$ cat src/design/arf_pkg.sv
// Shared types and constants of the aging request FIFO.
`timescale 1ns / 1ps
package arf_pkg;

  localparam int DEPTH = 64;
  localparam int PTR_W = $clog2(DEPTH);
  localparam int CNT_W = 7;
  localparam int ID_W = 16;
  localparam int KIND_W = 2;
  localparam int PAY_W = 31;
  localparam int TIME_W = 32;
  localparam int TMO_W = 20;
  localparam int ADDR_W = 4;
  localparam int DATA_W = 32;

  localparam logic OP_INSERT = 1'b0;
  localparam logic OP_TAKE = 1'b1;

  localparam logic [KIND_W-1:0] KIND_REGISTER = 2'd0;
  localparam logic [KIND_W-1:0] KIND_VIDEO = 2'd1;

  localparam logic [1:0] REG_CAPACITY = 2'd0;
  localparam logic [1:0] REG_VIDEO_TMO = 2'd1;
  localparam logic [1:0] REG_OTHER_TMO = 2'd2;

  localparam logic [CNT_W-1:0] CAP_RESET = 7'd64;
  localparam logic [TMO_W-1:0] TMO_RESET = 20'd1000;

  typedef struct packed {
    logic [CNT_W-1:0] capacity;
    logic [TMO_W-1:0] video_tmo;
    logic [TMO_W-1:0] other_tmo;
  } cfg_t;

  typedef struct packed {
    logic [ID_W-1:0]   req_id;
    logic [KIND_W-1:0] kind;
    logic [PAY_W-1:0]  payload;
    logic [TIME_W-1:0] created_ms;
  } entry_t;

  // Commands from the controller to the datapath.
  typedef struct packed {
    logic ins;   // insert transfer accepted this cycle
    logic take;  // take transfer accepted this cycle
    logic drop;  // discard expired head
    logic done;  // finish take: pop head if any, post result
  } cmd_t;

  typedef struct packed {
    logic empty;
    logic head_expired;
  } stat_t;

endpackage

$ cat src/design/arf_regs.sv
// APB-style configuration registers of the aging request FIFO.
`timescale 1ns / 1ps
module arf_regs (
  input  logic                        clk,
  input  logic                        rst_n,
  input  logic                        psel,
  input  logic                        penable,
  input  logic                        pwrite,
  input  logic [arf_pkg::ADDR_W-1:0]  paddr,
  input  logic [arf_pkg::DATA_W-1:0]  pwdata,
  output logic [arf_pkg::DATA_W-1:0]  prdata,
  output logic                        pready,
  output arf_pkg::cfg_t               cfg
);
  import arf_pkg::*;

  cfg_t cfg_r;
  logic wr_en;
  logic [1:0] idx;

  assign pready = 1'b1;
  assign wr_en = psel && penable && pwrite;
  assign idx = paddr[3:2];
  assign cfg = cfg_r;

  always_ff @(posedge clk) begin
    if (!rst_n) begin
      cfg_r.capacity <= CAP_RESET;
      cfg_r.video_tmo <= TMO_RESET;
      cfg_r.other_tmo <= TMO_RESET;
    end else if (wr_en) begin
      case (idx)
        REG_CAPACITY:  cfg_r.capacity <= pwdata[CNT_W-1:0];
        REG_VIDEO_TMO: cfg_r.video_tmo <= pwdata[TMO_W-1:0];
        REG_OTHER_TMO: cfg_r.other_tmo <= pwdata[TMO_W-1:0];
        default: ;
      endcase
    end
  end

  always_comb begin
    case (idx)
      REG_CAPACITY:  prdata = {{(DATA_W-CNT_W){1'b0}}, cfg_r.capacity};
      REG_VIDEO_TMO: prdata = {{(DATA_W-TMO_W){1'b0}}, cfg_r.video_tmo};
      REG_OTHER_TMO: prdata = {{(DATA_W-TMO_W){1'b0}}, cfg_r.other_tmo};
      default:       prdata = '0;
    endcase
  end

endmodule

$ cat config.mk
export PLATFORM = sky130hd
export DESIGN_NAME = arf_regs
export DESIGN_NICKNAME = d
export VERILOG_FILES = /design/src/design/arf_pkg.sv /design/src/design/arf_regs.sv
export SDC_FILE = /design/constraint.sdc
export NUM_CORES = 1
export LEC_CHECK = 0
export BUFFER_PORTS_ARGS = -buffer_cell sky130_fd_sc_hd__buf_2
export CAP_MARGIN = 20
export CORE_ASPECT_RATIO = 0.6
export CORE_MARGIN = 4
export CORE_UTILIZATION = 50
export CTS_BUF_LIST = sky130_fd_sc_hd__clkbuf_8
export DETAILED_ROUTE_END_ITERATION = 8
export GPL_ROUTABILITY_DRIVEN = 0
export PLACE_DENSITY = 0.88
export SLEW_MARGIN = 20
export SYNTH_ARGS = -nofsm -noshare
export SYNTH_HDL_FRONTEND = slang
export SYNTH_SLANG_ARGS = --single-unit
$ cat constraint.sdc
create_clock -name clk -period 1.55 [get_ports clk]
set_clock_uncertainty 0.1 [all_clocks]
set_input_delay 0.0775 -clock clk [delete_from_list [all_inputs] [get_ports clk]]
set_output_delay 0.0775 -clock clk [all_outputs]
set_load 0.02 [all_outputs]
Word level (Yosys, flattened, before mapping)

Cells that the tools add are included.

Flip-flop bits (word level): 47
Bits of input ports: 41
Output and inout bits: 80
Logic and storage cells: 12

Equality and inequality tests: 2
Muxes and demuxes: 1
Reduce and logical (&&, ||, !) cells: 6

Operators by type and width:

| kind                                                             | number |
|---|---|
| 20-bit case mux with 3 select lines                              | 1 |
| 2-bit AND reduction                                              | 3 |
| 2-bit by 1-bit == test with 1-bit output (second input constant) | 1 |
| 2-bit == test (second input constant)                            | 1 |
| 1-bit logical AND                                                | 2 |
| 2-bit zero test                                                  | 1 |

Longest topological paths before layout

Word-level depth: 3
Depth in mapped cells: 5
Gate-level depth less buffers: 3

Worst setup path before layout

OpenSTA, ideal clock, no wires.

Path kind: register to output
Start: register cfg_r, in the netlist cfg[23]
End: output prdata[3] (netlist name)
Arrival: 1.026 ns
Data required time: 1.372 ns
Slack: 0.346 ns
Cell stages (with the launch flop): 3
Buffers on the path: 0
Cell sequence: dfxtp_1 mux2i_1 o21ai_0

Cells in the longest elaborated chain, start to end: 1

Ends and longest elaborated chain:

| what                                | RTL line       | RTL |
|---|---|---|
| from (decl)                         | arf_regs.sv:17 | `cfg_t cfg_r;` |
| 20-bit case mux with 3 select lines | arf_regs.sv:42 | `case (idx)` |
| to (decl)                           | arf_regs.sv:11 | `output logic [arf_pkg::DATA_W-1:0] prdata,` |

Every way passes these cells.

Worst setup path after layout

Start: input paddr[3] (netlist name)
End: output prdata[17] (netlist name)

Cells in the longest elaborated chain, start to end: 2
Elaborated cells on any way between the ends: 4
Those cells by class: 2 x eq/ne; 1 x mux; 1 x reduce/logical

Ends and longest elaborated chain:

| what                                        | RTL line       | RTL |
|---|---|---|
| from (decl)                                 | arf_regs.sv:9  | `input logic [arf_pkg::ADDR_W-1:0] paddr,` |
| 2-bit == test, or another cell as far along | arf_regs.sv:42 |  |
| 20-bit case mux with 3 select lines (*)     | arf_regs.sv:42 |  |

Mark *: on every way between the ends. The rest lies on a longest branch, timed or not.

==> results.md <==
* Syn Inst Count at 238
* DRT met1 WL at 2.64 mm
* Clock share of power at 30.4%
* Crit Path Max Fanout at 13
* Via count at 2052
* Req. time, crit path at 1370 ps
* Sw power at 0.584 mW
* Clock latency on the worst-skew pair at 290 ps
* Detailed Route WL at 6.00 mm
* GRT overflow at 0
* Pwr per Cell Area at 760 nW/um^2
* Hold crit path type: input port to register
* Top FF cell, synth: dfxtp_1
* Final worst slack at 187 ps
* Worst vdd ir at 0.000583 V
* Largest net degree at the start of global routing at 32
* Routed wire length on met3 at 360 um
* DR pass1 iterations at 4
* Area fraction of the dominant cell type after synthesis at 42.3%
* Largest cells by area after synthesis: dfxtp_1, mux2i_1, nand2_1
* Number of global-route vias before repair at 1956
* DIE AREA at 5610 um^2
* First-pass GRT wire length at 9.33 mm
* Post-DP HPWL at 4.38 mm
* Die Y at 59.6 um
* Critical Path End Type: primary output
* Setup TNS at 0 ps
* Comb pwr share at 14.5%
* Diode count at 0
* Num rows at 18
* Mean area per synthesized cell at 9.34 um^2
* CTS sink cnt at 47
* Slew at the pin closest to its max-slew limit at 552 ps
* Post-synth top cells: nand2_1, mux2i_1, dfxtp_1, nor2b_1, buf_4
* Max FFs per register at 47
* Crit share post-route at 87.9%
* Slew HR at 63.2%
* WL met2 at 2.98 mm
* Asr flop ratio synth at 0%
* Unique masters post-synth at 18
* Max Fclk at 0.734 GHz
* CP Launch Type: input port
* Register-to-register setup slack at 780 ps
* # setup viols final at 0
* H-tree Lvls at 2
* Initial Util at 53.0%
* Post-synth EDFFs at 0
* Slew Viols, Final at 0
* WL/cell at 14.8 um
* Top-level I/O count at 121
* Minimum clock period at 1360 ps
* CP Class: input port to primary output
* Initial antenna violation count at 0
* DR iter-0 viols at 76
* Max-cap violations at 0
* #FFs+latches synth at 47
* Top routing layer used: met4
* I/O Buffers at 93
* Clk pin slew, worst setup/hold paths at 80 ps
* Core Area at 4190 um^2
* TritonCTS Buffers at 5
* Detail Route Antenna Nets at 0
* DIE WIDTH at 94.1 um
* Dpl ws at 178 ps
* Post-CTS setup buffer count at 0
* RSZ-0062 raised after global routing: no
* Top-count cell post-synth: nand2_1
* CTS Root Cell: clkbuf_8
* Mapped Area at 2220 um^2
* Seq pwr share at 55.0%
* DRC viols at 0
* Fin. Hold Viols at 0
* Sw Ratio at 26.0%
* Leakage at 1.49 nW
* Drt via density at 5.04
* Largest area contributor in the netlist: dfxtp_1
* Fillers at 346
* Layout cells sized above 1 at 31.7%
* Area grow syn2layout at 32.9%
* Status: finished, final reports clean
* Nets@finish at 387
* Register area share after synthesis at 42.3%
* Max Root-Sink Buffers at 2
* Critical Path AT at 1190 ps
* P_int at 1.66 mW
* YS warnings at 0
* Total GRT Usage at 21.4%
* CTS tree: yes
[worst max-delay path, stage by stage]
cell and delay, ps:
buf_2 150, and2b_1 550, a22o_1 240, buf_2 160
[power by group through the flow]
stage                     Clock, mW  Combinational, mW  Sequential (mW)
after floorplan                   0              0.195             1.28
after global placement            0              0.279             1.26
after detailed placement          0              0.287             1.26
after CTS                     0.691              0.324             1.23
after global routing          0.748              0.353             1.24
final                         0.683              0.326             1.23
[cell type report]
cell class | count | area [um^2] | share of cell area (%)
clock buffer | 5 | 68.8 | 2.33
multi-input combinational | 171 | 1130 | 38.4
tap | 60 | 75.1 | 2.54
clock inverter | 3 | 12.5 | 0.424
sequential | 47 | 941 | 31.9
timing repair buffer | 121 | 723 | 24.5
[cell usage in the layout (no fill, tap or decap)]
cell type	count
conb_1	13
o21ai_0	7
a22o_1	13
nor3b_2	2
buf_2	93
inv_1	2
dlygate4sd3_1	19
clkbuf_8	5
buf_4	9
or3_1	1
nand3_1	1
dfxtp_1	47
mux2i_1	54
and2b_1	2
nor2b_1	19
nand4_1	1
nand2_1	57
clkinv_2	1
nor3_1	1
[worst paths after layout]
kind,startpoint,endpoint,cells after the start
setup / recovery,paddr[3],prdata[17],4
hold / removal,pwdata[4],cfg[4],3
setup reg to reg,cfg[27],cfg[27],2
hold reg to reg,cfg[21],cfg[21],2
[kinds of logic after synthesis]
group | after synthesis | synth area share [%]
flops | 47 | 42.3
simple gates | 84 | 17.6
other cells | 2 | 0.338
mux | 54 | 24.3
buf+inv | 31 | 8.73
compound gates | 20 | 6.70
[what timing repair did]
action,4_1_cts,5_1_grt
hold endpoints to repair,39,0
resized for setup,0,0
hold buffers,19,0
[stage by stage]
stage | util [%] | area [um^2] | std cells | power (mW) | hold slack (ps)
finish | 70.5 | 2950 | 407 | 2.24 | 20.5
global route | 70.5 | 2950 | 407 | 2.34 | 17.7
CTS | 70.5 | 2950 | 407 | 2.25 | 6.27
detailed placement | 64.0 | 2680 | 380 | 1.55 | 258
global placement | 64.0 | 2680 | 380 | 1.54 | 239
floorplan | - | 2260 | 249 | 1.48 | 120
[per-layer routing]
metal / vias to the layer above / GRT usage [%]
met1: 993 / 26.7
met5: - / 0
li1: 987 / -
met2: 68 / 38.2
met3: 4 / 5.33
met4: 0 / 3.91
(Power assumes the default switching activity.)
