$ cat src/design/arf_pkg.sv
// Shared types and constants of the aging request FIFO.
`timescale 1ns / 1ps
package arf_pkg;

  localparam int DEPTH = 64;
  localparam int PTR_W = $clog2(DEPTH);
  localparam int CNT_W = 7;
  localparam int ID_W = 16;
  localparam int KIND_W = 2;
  localparam int PAY_W = 31;
  localparam int TIME_W = 32;
  localparam int TMO_W = 20;
  localparam int ADDR_W = 4;
  localparam int DATA_W = 32;

  localparam logic OP_INSERT = 1'b0;
  localparam logic OP_TAKE = 1'b1;

  localparam logic [KIND_W-1:0] KIND_REGISTER = 2'd0;
  localparam logic [KIND_W-1:0] KIND_VIDEO = 2'd1;

  localparam logic [1:0] REG_CAPACITY = 2'd0;
  localparam logic [1:0] REG_VIDEO_TMO = 2'd1;
  localparam logic [1:0] REG_OTHER_TMO = 2'd2;

  localparam logic [CNT_W-1:0] CAP_RESET = 7'd64;
  localparam logic [TMO_W-1:0] TMO_RESET = 20'd1000;

  typedef struct packed {
    logic [CNT_W-1:0] capacity;
    logic [TMO_W-1:0] video_tmo;
    logic [TMO_W-1:0] other_tmo;
  } cfg_t;

  typedef struct packed {
    logic [ID_W-1:0]   req_id;
    logic [KIND_W-1:0] kind;
    logic [PAY_W-1:0]  payload;
    logic [TIME_W-1:0] created_ms;
  } entry_t;

  // Commands from the controller to the datapath.
  typedef struct packed {
    logic ins;   // insert transfer accepted this cycle
    logic take;  // take transfer accepted this cycle
    logic drop;  // discard expired head
    logic done;  // finish take: pop head if any, post result
  } cmd_t;

  typedef struct packed {
    logic empty;
    logic head_expired;
  } stat_t;

endpackage

$ cat src/design/arf_ctrl.sv
// Controller state machine: sequences inserts, head expiry walk and takes.
`timescale 1ns / 1ps
module arf_ctrl (
  input  logic           clk,
  input  logic           rst_n,
  input  logic           start,
  input  logic           in_op,
  input  arf_pkg::stat_t stat,
  output logic           busy,
  output arf_pkg::cmd_t  cmd
);
  import arf_pkg::*;

  typedef enum logic [1:0] {
    S_IDLE,
    S_CHECK,
    S_WAIT
  } state_t;

  state_t state_r, state_nxt;
  logic accept;

  assign busy = (state_r != S_IDLE);
  assign accept = start && !busy;

  always_comb begin
    state_nxt = state_r;
    cmd = '0;
    case (state_r)
      S_IDLE: begin
        if (accept) begin
          if (in_op == OP_TAKE) begin
            cmd.take = 1'b1;
            state_nxt = S_CHECK;
          end else begin
            cmd.ins = 1'b1;
          end
        end
      end
      S_CHECK: begin
        if (!stat.empty && stat.head_expired) begin
          cmd.drop = 1'b1;
          state_nxt = S_WAIT;
        end else begin
          cmd.done = 1'b1;
          state_nxt = S_IDLE;
        end
      end
      // head moved: read data of the new head lands at the end of this cycle
      S_WAIT: state_nxt = S_CHECK;
      default: state_nxt = S_IDLE;
    endcase
  end

  always_ff @(posedge clk) begin
    if (!rst_n) begin
      state_r <= S_IDLE;
    end else begin
      state_r <= state_nxt;
    end
  end

endmodule

$ cat config.mk
export PLATFORM = sky130hd
export DESIGN_NAME = arf_ctrl
export DESIGN_NICKNAME = d
export VERILOG_FILES = /design/src/design/arf_pkg.sv /design/src/design/arf_ctrl.sv
export SDC_FILE = /design/constraint.sdc
export NUM_CORES = 1
export LEC_CHECK = 0
export BUFFER_PORTS_ARGS = -buffer_cell sky130_fd_sc_hd__buf_2
export CAP_MARGIN = 15
export CELL_PAD_IN_SITES_DETAIL_PLACEMENT = 1
export CELL_PAD_IN_SITES_GLOBAL_PLACEMENT = 1
export CORE_AREA = 2 2 39 41
export CTS_BUF_LIST = sky130_fd_sc_hd__clkbuf_8
export DETAILED_ROUTE_END_ITERATION = 16
export DIE_AREA = 0 0 41 43
export PLACE_DENSITY = 0.44
export SLEW_MARGIN = 20
export SYNTH_ARGS = -nofsm -noshare
export SYNTH_HDL_FRONTEND = slang
export SYNTH_SLANG_ARGS = --single-unit
$ cat constraint.sdc
create_clock -name clk -period 1.2 [get_ports clk]
set_clock_uncertainty 0.15 [all_clocks]
set_input_delay 0.18 -clock clk [delete_from_list [all_inputs] [get_ports clk]]
set_output_delay 0.18 -clock clk [all_outputs]
set_load 0.02 [all_outputs]
# Yosys cells after proc, flatten, opt, wreduce, memory -nomap -nowiden

Index checks and enable logic that the tools add are counted.

Add/subtract/negate cells: 0
Multipliers: 0
Divide/modulo/power cells: 0
Magnitude comparators: 0
Equality and inequality tests: 4
Shift-type cells: 0
Mux-type cells: 11
Bitwise gates (word level): 0
Reduce and logical (&&, ||, !) cells: 7

Operators by type and width:

| cell                                                             | number |
|---|---|
| 2-bit 2-to-1 mux                                                 | 6 |
| 2-bit one-hot mux with 3 select lines                            | 1 |
| 1-bit 2-to-1 mux                                                 | 4 |
| 2-bit != test (second input constant)                            | 2 |
| 2-bit by 1-bit == test with 1-bit output (second input constant) | 1 |
| 2-bit == test (second input constant)                            | 1 |
| 1-bit logical AND                                                | 2 |
| 1-bit logical NOT                                                | 2 |
| 2-bit logical NOT                                                | 1 |
| 2-bit AND reduction                                              | 1 |
| 2-bit nonzero test                                               | 1 |

Bits in registers: 2
Bits in latches: 0
Memory bits (writable): 0
Memory bits (read-only): 0
Output and inout bits: 5
Memories kept: 0

# Logic depth before layout (Yosys ltp)

Gate-level depths: netlist (run 1).

Depth in word-level cells: 5
Depth in mapped cells: 2

# Worst setup path before layout (run 1)

OpenSTA, ideal clock, no wires.

Kind: reg2out
From: register state_r[0]
To: output port cmd[3] (netlist name)
Arrival time: 0.952 ns
Slack: -0.082 ns
Stages on the path, launching flop included: 3
Cell sequence: dfxtp_1 > or2_4 > nor3b_2

RTL lines:

| item                     | RTL line       | text |
|---|---|---|
| start: declaration       | arf_ctrl.sv:20 | `state_t state_r, state_nxt;` |
| start signal: assignment | arf_ctrl.sv:59 | `state_r <= state_nxt;` |
| end: declaration         | arf_ctrl.sv:10 | `output arf_pkg::cmd_t cmd` |

==> results of run 1 <==
power breakdown:
group          internal, mW  leakage [nW]  switching, mW
logic                0.0370         0.103         0.0277
clock network         0.211        0.0216         0.0446
registers            0.0693        0.0172       0.000969
stage by stage:
step	hold WS [ns]	utilization	setup TNS, ns	setup slack [ns]	cell area, sq um
after floorplan	0.152	-	-0.00775	-0.00775	130
after global placement	0.249	0.156	-0.0130	-0.0107	215
after global routing	0.0534	0.225	-0.997	-0.249	312
after CTS	0.0393	0.205	-0.768	-0.213	284
after detailed placement	0.251	0.156	-0.0360	-0.0192	215
final	0.0397	0.225	-0.792	-0.205	312
cell families after synthesis:
family             Yosys count  share of synthesized area
and+or+nand+nor              8                      0.621
DFF                          2                      0.337
AOI/OAI and AO/OA            1                     0.0421
layer usage:
metal,vias up,track usage,share of wire
met4,0,0.0400,0
met5,-,0,0
met2,11,0.0500,0.33
met3,0,0.0471,0.14
met1,68,0.0863,0.52
li1,75,-,-
cell usage in the layout (no fill, tap or decap), types with 2 or more instances in the layout:
cell type | netlist | layout
nor3b_4 | 0 | 2
buf_4 | 0 | 4
dfxtp_2 | 0 | 2
clkbuf_8 | 0 | 3
buf_2 | 0 | 5
buf_6 | 0 | 5
worst min path at each step:
| stage | end | slack [ns] | cells after the start |
|---|---|---|---|
| 3_3_place_gp | state_r[1] | 0.25 | 2 |
| 3_5_place_dp | state_r[1] | 0.25 | 2 |
| 5_1_grt | state_r[1] | 0.05 | 2 |
| 2_1_floorplan | state_r[1] | 0.15 | 1 |
| 4_1_cts | state_r[1] | 0.04 | 2 |
| 6_report | state_r[1] | 0.04 | 2 |
what timing repair did:
item,in CTS,in global routing
pin swaps,1,2
setup endpoints to repair,5,5
gates resized for setup,10,3
setup buffers,0,2
final cells by class:
class                   instances  area share
multi-input cells               9       0.309
repair buffers                 14       0.357
flip-flops and latches          2       0.137
clock buffers                   3       0.133
well taps                      16      0.0643
==> results.md, run 1 <==
- Tightest Pin Transition: 0.198 ns
- Layout area overhead: 162%
- Critical Path Source: state_r[0]
- Die area: 1760 sq um
- First-pass GRT wire length: approximately 660 um
- # diodes: 0
- Pin count of the biggest net entering global routing: 5
- R2R cell count: 4
- Status: finished, violations left
- Clk buf depth: 2
- Fin crit share: 1.17
- Avg WL per Cell: 9.14 um
- Avg Inst Size Synth: 10.8 sq um
- Power Total: 0.391 mW
- Total track usage: 0.0581
- Crit path cell chain: or2_4, nor3b_4, buf_6
- Area contributors post-synth: dfxtp_1 (34%), nor3b_1 (13%), and4bb_1 (11%), and4bb_2 (11%), nor3b_2 (11%)
- RR Endpoint: state_r[1]
- Ys async rst share: 0
- Detail Route Antenna Nets: 0
- Antenna violations before repair: 0
- Worst slew margin relative to its limit: 0.868
- 1st-iter DRT viols: 3
- Max reg flops: 2
- Vias per cell: between 3 and 4
- Multi-input logic area: 96.3 sq um
- Flops & latches, synth: 2
- Path category of the worst min-delay check: in2reg
- Post-layout nets: 36
- RSZ-0062 raised after global routing: true
- Synthesized net count: 17
- Crit. path cell count: 3
- Cell taking the most area after synthesis: dfxtp_1
- Row cnt: 14
- Storage element area: 42.5 sq um
- Leakage: 0.142 nW
- TritonCTS Buffers: 3
- Via count: 154
- Starting Density: 0.0859
- Number of synthesized flops with an enable pin: 0
- Max cap viols: 0
- Required @ worst endpoint: just under 0.9 ns
- Final Max Tran Viols: 0
- Placed cells: 39
- Grt ovf: 0
- Worst Path Buf+Inv: 1
- Ys Warns: 0
- Drt pass-1 iters: 2
- Netlist cell types: 9
- Cell chosen for the clock root: clkbuf_8
- Hold Violations, Final: 0
- Final WL: 402 um
- FF-to-FF Start: state_r[0]
- Top Registers: state_r (2)
- Non-filler cells, final: 44
- Ratio of cells with drive above 1 in the final layout: 0.821
- I/O pin cnt: 11
- Worst EP arrival: 1.08 ns
- CTS tree: done
- Failing checks: negative setup slack
- Post-synth top area share: 0.337
- H-Tree Depth: 1
- Sink Count: 2
- Mapped Area: 119 sq um
- Worst vdd ir: between 0.7 and 0.8 mV
- Core ar.: 1380 sq um
- Setup WS post-layout: -0.205 ns
- Sequential area share after synthesis: 0.337
- Hold wc startpoint: rst_n
- # hold bufs at CTS: 0
- Maximum clock frequency: 0.712 GHz
- Die extent in y: 43 um
- Mapped Cells: 11
- R2R Setup Slk: ~0.010 ns
- PD cells: 1250 nW/um^2
- Die span in x: 41 um
- Crit path capture: cmd[3]
- Gpl congestion: between 0.5 and 0.6
- Clk slew on worst S/H paths: 0.03 ns
- Slowest CP cell: dfxtp_2
- Crit-path leading delay family: simple AND/OR/NAND/NOR gates
- Port Buffers: 10
- Top reg by flops: state_r
- CP Class: reg2out
- # setup viols final: 5
- Maximum fanout along the worst path: 2
- Vias in the first global route: roughly 160
- Clk_lat worst skew: 0.21 ns
- Crit end category: output port
- Filler cells: 163
- Period minus WS final: 1.41 ns
- Post-synth top cells: dfxtp_1 (2), nor3b_1 (2)
- Critical path launch point type: register
- Top FF cell, synth: dfxtp_1
- Remaining DRCs: 0
- Max incr delay on CP: roughly 0.3 ns
(Power assumes the default switching activity.)
==> run 2: changes to the inputs <==
Settings changed: PLACE_DENSITY 0.44 to 0.45.
Clock period 1.2 ns to 1.18 ns, I/O delays scaled along.
==> results.md, run 2 (synthesis gave the netlist of run 1 again) <==
- Die span in x: 41 um (unchanged)
- Crit-path leading delay family: simple AND/OR/NAND/NOR gates
- Hold depth: 2 (unchanged)
- Switching part of the total: 0.207 (+0.0197)
- Max reg flops: 2 (unchanged)
- Post-DP HPWL: approximately 340 um
- I/O pin cnt: 11 (unchanged)
- Post-layout nets: 35 (-2.8%)
- Period minus WS final: ~1.4 ns
- Worst vdd ir: 0.380 mV (-47%)
- Starting Density: 0.0859 (unchanged)
- RSZ-0062 raised after global routing: true
- Hold wc startpoint: rst_n
- Ratio of cells with drive above 1 in the final layout: 0.815 (-0.00661)
- TritonCTS Buffers: 3 (unchanged)
- Final Max Tran Viols: 0 (unchanged)
- Power Total: 0.409 mW (+4.5%)
- Maximum clock frequency: 0.710 GHz
- Top Registers: state_r (2)
- Worst slack at placement: -0.0280 ns (-0.00882 ns)
- Tightest Pin Transition: 0.245 ns (+0.0472 ns)
- Maximum fanout along the worst path: 2 (unchanged)
- Status: finished, violations left
- Cell chosen for the clock root: clkbuf_8
- Vias per cell: 3.44 (-1.7%)
- Setup WS post-layout: -0.228 ns (-0.0223 ns)
- # diodes: 0 (unchanged)
- Internal: 0.324 mW (+2.0%)
- Final WL: 431 um (+7.2%)
- Switching power total: 0.0846 mW (+16%)
- Clk_lat worst skew: 0.21 ns (about the same)
- Core ar.: 1380 sq um (unchanged)
- Slowest CP cell: dfxtp_2
- Commonest non-fill, non-tap cell in the layout: buf_6
- Sink Count: 2 (unchanged)
- Via count: 148 (-3.9%)
- Detail Route Antenna Nets: 0 (unchanged)
- Required @ worst endpoint: 0.85 ns (-0.02 ns)
- 1st-iter DRT viols: 1 (-2)
- Failing checks: negative setup slack
- Crit. path cell count: 3 (unchanged)
- # hold bufs at CTS: 0 (unchanged)
- Clk slew on worst S/H paths: 0.03 ns (about the same)
- Gpl congestion: 0.560 (-5.9%)
- PD cells: 1330 nW/um^2 (+5.8%)
- First-pass GRT wire length: 669 um (+2.1%)
- Worst Path Buf+Inv: 1 (unchanged)
- CTS tree: done
- Pin count of the biggest net entering global routing: 5 (unchanged)
- # setup viols final: 5 (unchanged)
- Max incr delay on CP: 0.30 ns (about the same)
- FF-to-FF Start: state_r[0]
- Die extent in y: 43 um (unchanged)
- Fin crit share: 1.19
- Leakage: 0.138 nW (-3.3%)
- Hold Violations, Final: 0 (unchanged)
- Vias in the first global route: 164 (+5.1%)
- Die area: 1760 sq um (unchanged)
- Path category of the worst min-delay check: in2reg
- Commonest non-fill, non-tap cells in the layout: buf_6 (6), buf_2 (5), clkbuf_8 (3)
- Worst EP arrival: 1.08 ns (about the same)
- Grt ovf: 0 (unchanged)
- Critical Path Source: state_r[0]
- Total track usage: 0.0651 (+0.00695)
- H-Tree Depth: 1 (unchanged)
- Crit path cell chain: or2_4, nor3b_4, buf_6
- Layout area overhead: 159%
- Max cap viols: 0 (unchanged)
- Avg WL per Cell: 10.0 um (+9.7%)
- Worst slew margin relative to its limit: 0.836 (-0.0315)
- Critical path launch point type: register
- Top reg by flops: state_r
- Combinational share of power: 0.162 (-0.003)
- Crit end category: output port
- R2R cell count: 3 (-1)
- Clock power share: 0.663 (+0.008)
- Drt pass-1 iters: 3 (+1)
- Remaining DRCs: 0 (unchanged)
- Antenna violations before repair: 0 (unchanged)
- Clk buf depth: 2 (unchanged)
- R2R Setup Slk: 0.10 ns (+0.09 ns)
- Row cnt: 14 (unchanged)
- CP Class: reg2out
- Port Buffers: 10 (unchanged)
- Reg power frac: 0.175 (-0.005)
## run 2: cell types whose count changed in the layout (fill, tap and decap cells not counted), sizes merged
cell  delta
buf      -1
## run 2: power by group through the flow
| stage | clock network [mW] | registers (mW) | logic (mW) |
|---|---|---|---|
| CTS | 0.280 | 0.0711 | 0.0584 |
| floorplan | 0 | 0.0724 | 0.0272 |
| detailed placement | 0 | 0.0719 | 0.0516 |
| global route | 0.290 | 0.0718 | 0.0716 |
| global placement | 0 | 0.0718 | 0.0496 |
| finish | 0.271 | 0.0715 | 0.0661 |
## run 2: path summary, 6_finish.rpt
path                      to
setup / recovery      cmd[3]
hold / removal    state_r[1]
setup reg to reg  state_r[1]
hold reg to reg   state_r[0]
## run 2: what timing repair did
action / in CTS / in global routing
pin swaps: 1 / 2
setup endpoints to repair: 5 / 5
buffers inserted: 0 / 1
gates resized for setup: 6 / 8
## run 2: area by class of cell
class                           count  area, sq um
Clock buffer                        3         41.3
Fill cell                         162         1080
Multi-Input combinational cell      9         96.3
Sequential cell                     2         42.5
Tap cell                           16         20.0
Timing Repair Buffer               13          108
## run 2: metal layers
layer | track usage | part of all wire | vias to the layer above
met5 | 0 | 0 | -
met4 | 0.0800 | 0.037 | 0
met3 | 0.0576 | 0.20 | 2
met2 | 0.0531 | 0.34 | 14
met1 | 0.0796 | 0.42 | 59
li1 | - | - | 73
## run 2: through the flow
stage	hold slack (ns)	utilization	area [sq um]	std cells	setup TNS (ns)
2_1_floorplan	0.149	-	130	11	-0.0247
3_3_place_gp	0.248	0.156	215	39	-0.0347
3_5_place_dp	0.250	0.156	215	39	-0.0519
4_1_cts	0.0367	0.198	274	42	-0.875
5_1_grt	0.0670	0.222	308	43	-1.14
6_report	0.0351	0.222	308	43	-0.915
==> run 3: changes to the inputs <==
--- a/constraint.sdc
+++ b/constraint.sdc
@@ -3,3 +3,3 @@
 set_input_delay 0.177 -clock clk [delete_from_list [all_inputs] [get_ports clk]]
 set_output_delay 0.177 -clock clk [all_outputs]
-set_load 0.02 [all_outputs]
+set_load 0.01 [all_outputs]
==> results.md, run 3 (synthesis gave the netlist of run 1 again) <==
- CP Class: reg2out
- Leakage: 0.140 nW (+1.9%)
- Tightest Pin Transition: 0.141 ns (-0.104 ns)
- Pin count of the biggest net entering global routing: 5 (unchanged)
- Critical path launch point type: register
- Hold wc startpoint: rst_n
- RR Endpoint: state_r[1]
- Combinational share of power: 0.131 (-0.031)
- Path category of the worst min-delay check: in2reg
- Commonest non-fill, non-tap cell in the layout: buf_2
- Avg WL per Cell: 10.3 um (+2.3%)
- Reg power frac: 0.186 (+0.011)
- Max reg flops: 2 (unchanged)
- Port Buffers: 10 (unchanged)
- Top reg by flops: state_r
- Clk buf depth: 2 (unchanged)
- I/O pin cnt: 11 (unchanged)
- TritonCTS Buffers: 3 (unchanged)
- RSZ-0062 raised after global routing: true
- Clk slew on worst S/H paths: 0.03 ns (about the same)
- Total track usage: 0.0660 (+0.000935)
- Internal: 0.316 mW (-2.4%)
- Ratio of cells with drive above 1 in the final layout: 0.786 (-0.0291)
- Hold EP: state_r[1]
- Vias in the first global route: 183 (+12%)
- # hold bufs at CTS: 0 (unchanged)
- Top Registers: state_r (2)
- Detail Route Antenna Nets: 0 (unchanged)
- Grt ovf: 0 (unchanged)
- Worst vdd ir: 0.468 mV (+23%)
- CTS tree: done
- Crit end category: output port
- Maximum clock frequency: 0.717 GHz (+0.87%)
- Clk_lat worst skew: 0.21 ns (about the same)
- Period minus WS final: 1.40 ns (-0.0122 ns)
- R2R Setup Slk: 0.13 ns (+0.03 ns)
- Via count: 161 (+8.8%)
- Setup WS post-layout: -0.215 ns (+0.0122 ns)
- # setup viols final: 5 (unchanged)
- Hold Violations, Final: 0 (unchanged)
- Worst EP arrival: 1.07 ns (about the same)
- H-Tree Depth: 1 (unchanged)
- Gpl congestion: 0.586 (+4.6%)
- # diodes: 0 (unchanged)
- Final WL: 451 um (+4.6%)
- Required @ worst endpoint: 0.85 ns (about the same)
- Hold depth: 2 (unchanged)
- R2R cell count: 3 (unchanged)
- Die extent in y: 43 um (unchanged)
- Worst slew margin relative to its limit: 0.906 (+0.0696)
- Power Total: 0.385 mW (-5.7%)
- Post-layout nets: 36 (+2.9%)
- Commonest non-fill, non-tap cells in the layout: buf_2 (8), clkbuf_8 (3), buf_6 (3), buf_4 (3), nor3b_2 (2)
- First-pass GRT wire length: 752 um (+12%)
- Vias per cell: 3.66 (+6.3%)
- Row cnt: 14 (unchanged)
- Failing checks: negative setup slack
- Worst slack at placement: -0.0509 ns (-0.0230 ns)
- Maximum fanout along the worst path: 3 (+1)
- Starting Density: 0.0859 (unchanged)
- PD cells: 1360 nW/um^2 (+2.7%)
- Layout area overhead: 138%
- Core ar.: 1380 sq um (unchanged)
- Fin crit share: 1.18 (-0.0103)
- Drt pass-1 iters: 1 (-2)
- 1st-iter DRT viols: 0 (-1)
- FF-to-FF Start: state_r[0]
- Die area: 1760 sq um (unchanged)
- Status: finished, violations left
- Filler cells: 164 (+1.2%)
- Die span in x: 41 um (unchanged)
- Switching part of the total: 0.179 (-0.0277)
- Cell chosen for the clock root: clkbuf_8
- Final Max Tran Viols: 0 (unchanged)
- Clock power share: 0.684 (+0.021)
- Max cap viols: 0 (unchanged)
- Switching power total: 0.0691 mW (-18%)
- Final Util: 0.204 (-0.0181)
- Remaining DRCs: 0 (unchanged)
- Antenna violations before repair: 0 (unchanged)
- Sink Count: 2 (unchanged)
run 3: cell types whose count changed in the layout (fill, tap and decap cells not counted), sizes merged:
cell	previous run	this run
buf	13	14
run 3: worst max path at each step:
stage	endpoint	from	depth (start not counted)	slack, ns
global route	cmd[3]	state_r[1]	3	-0.28
detailed placement	cmd[3]	state_r[1]	3	-0.05
floorplan	cmd[3]	state_r[0]	2	0.03
global placement	cmd[3]	state_r[1]	3	-0.002
CTS	cmd[3]	state_r[1]	3	-0.24
finish	cmd[3]	state_r[1]	3	-0.22
run 3: power groups by stage:
stage	clock [mW]	combinational, mW	sequential (mW)
floorplan	0	0.0179	0.0723
global placement	0	0.0398	0.0720
detailed placement	0	0.0408	0.0722
CTS	0.274	0.0514	0.0716
global route	0.276	0.0555	0.0718
finish	0.263	0.0503	0.0716
run 3: timing repair:
item	CTS	global route
setup endpoints to repair	5	5
setup buffers	3	0
cloned	0	0
endpoints found under the hold margin	0	0
pin swaps	4	0
gates resized for setup	5	0
run 3: critical path: stages (launching register included):
cell	delay (ns)
dfxtp_2	0.31
or2_4	0.25
nor3b_2	0.15
buf_2	0.15
run 3: routing by layer:
metal / part of all wire / GRT usage / up-vias
met5: 0 / 0 / -
met4: 0 / 0.0600 / 0
met3: 0.20 / 0.0314 / 0
li1: - / - / 75
met2: 0.43 / 0.0813 / 11
met1: 0.37 / 0.0794 / 75
run 3: cell type report:
| class | count | area (sq um) | share of cell area |
|---|---|---|---|
| timing repair buffer | 14 | 96.3 | 0.341 |
| multi-input combinational | 9 | 83.8 | 0.296 |
| sequential | 2 | 41.3 | 0.146 |
| clock buffer | 3 | 41.3 | 0.146 |
| tap | 16 | 20.0 | 0.0708 |
run 3: stage by stage:
| stage | hold WS (ns) | TNS (ns) | cells | cell area (sq um) |
|---|---|---|---|---|
| final | 0.0394 | -0.877 | 44 | 283 |
| after CTS | 0.0362 | -0.968 | 44 | 283 |
| after floorplan | 0.149 | 0 | 11 | 119 |
| after global routing | 0.0529 | -1.10 | 44 | 283 |
| after global placement | 0.249 | -0.00193 | 38 | 196 |
| after detailed placement | 0.254 | -0.0509 | 38 | 196 |
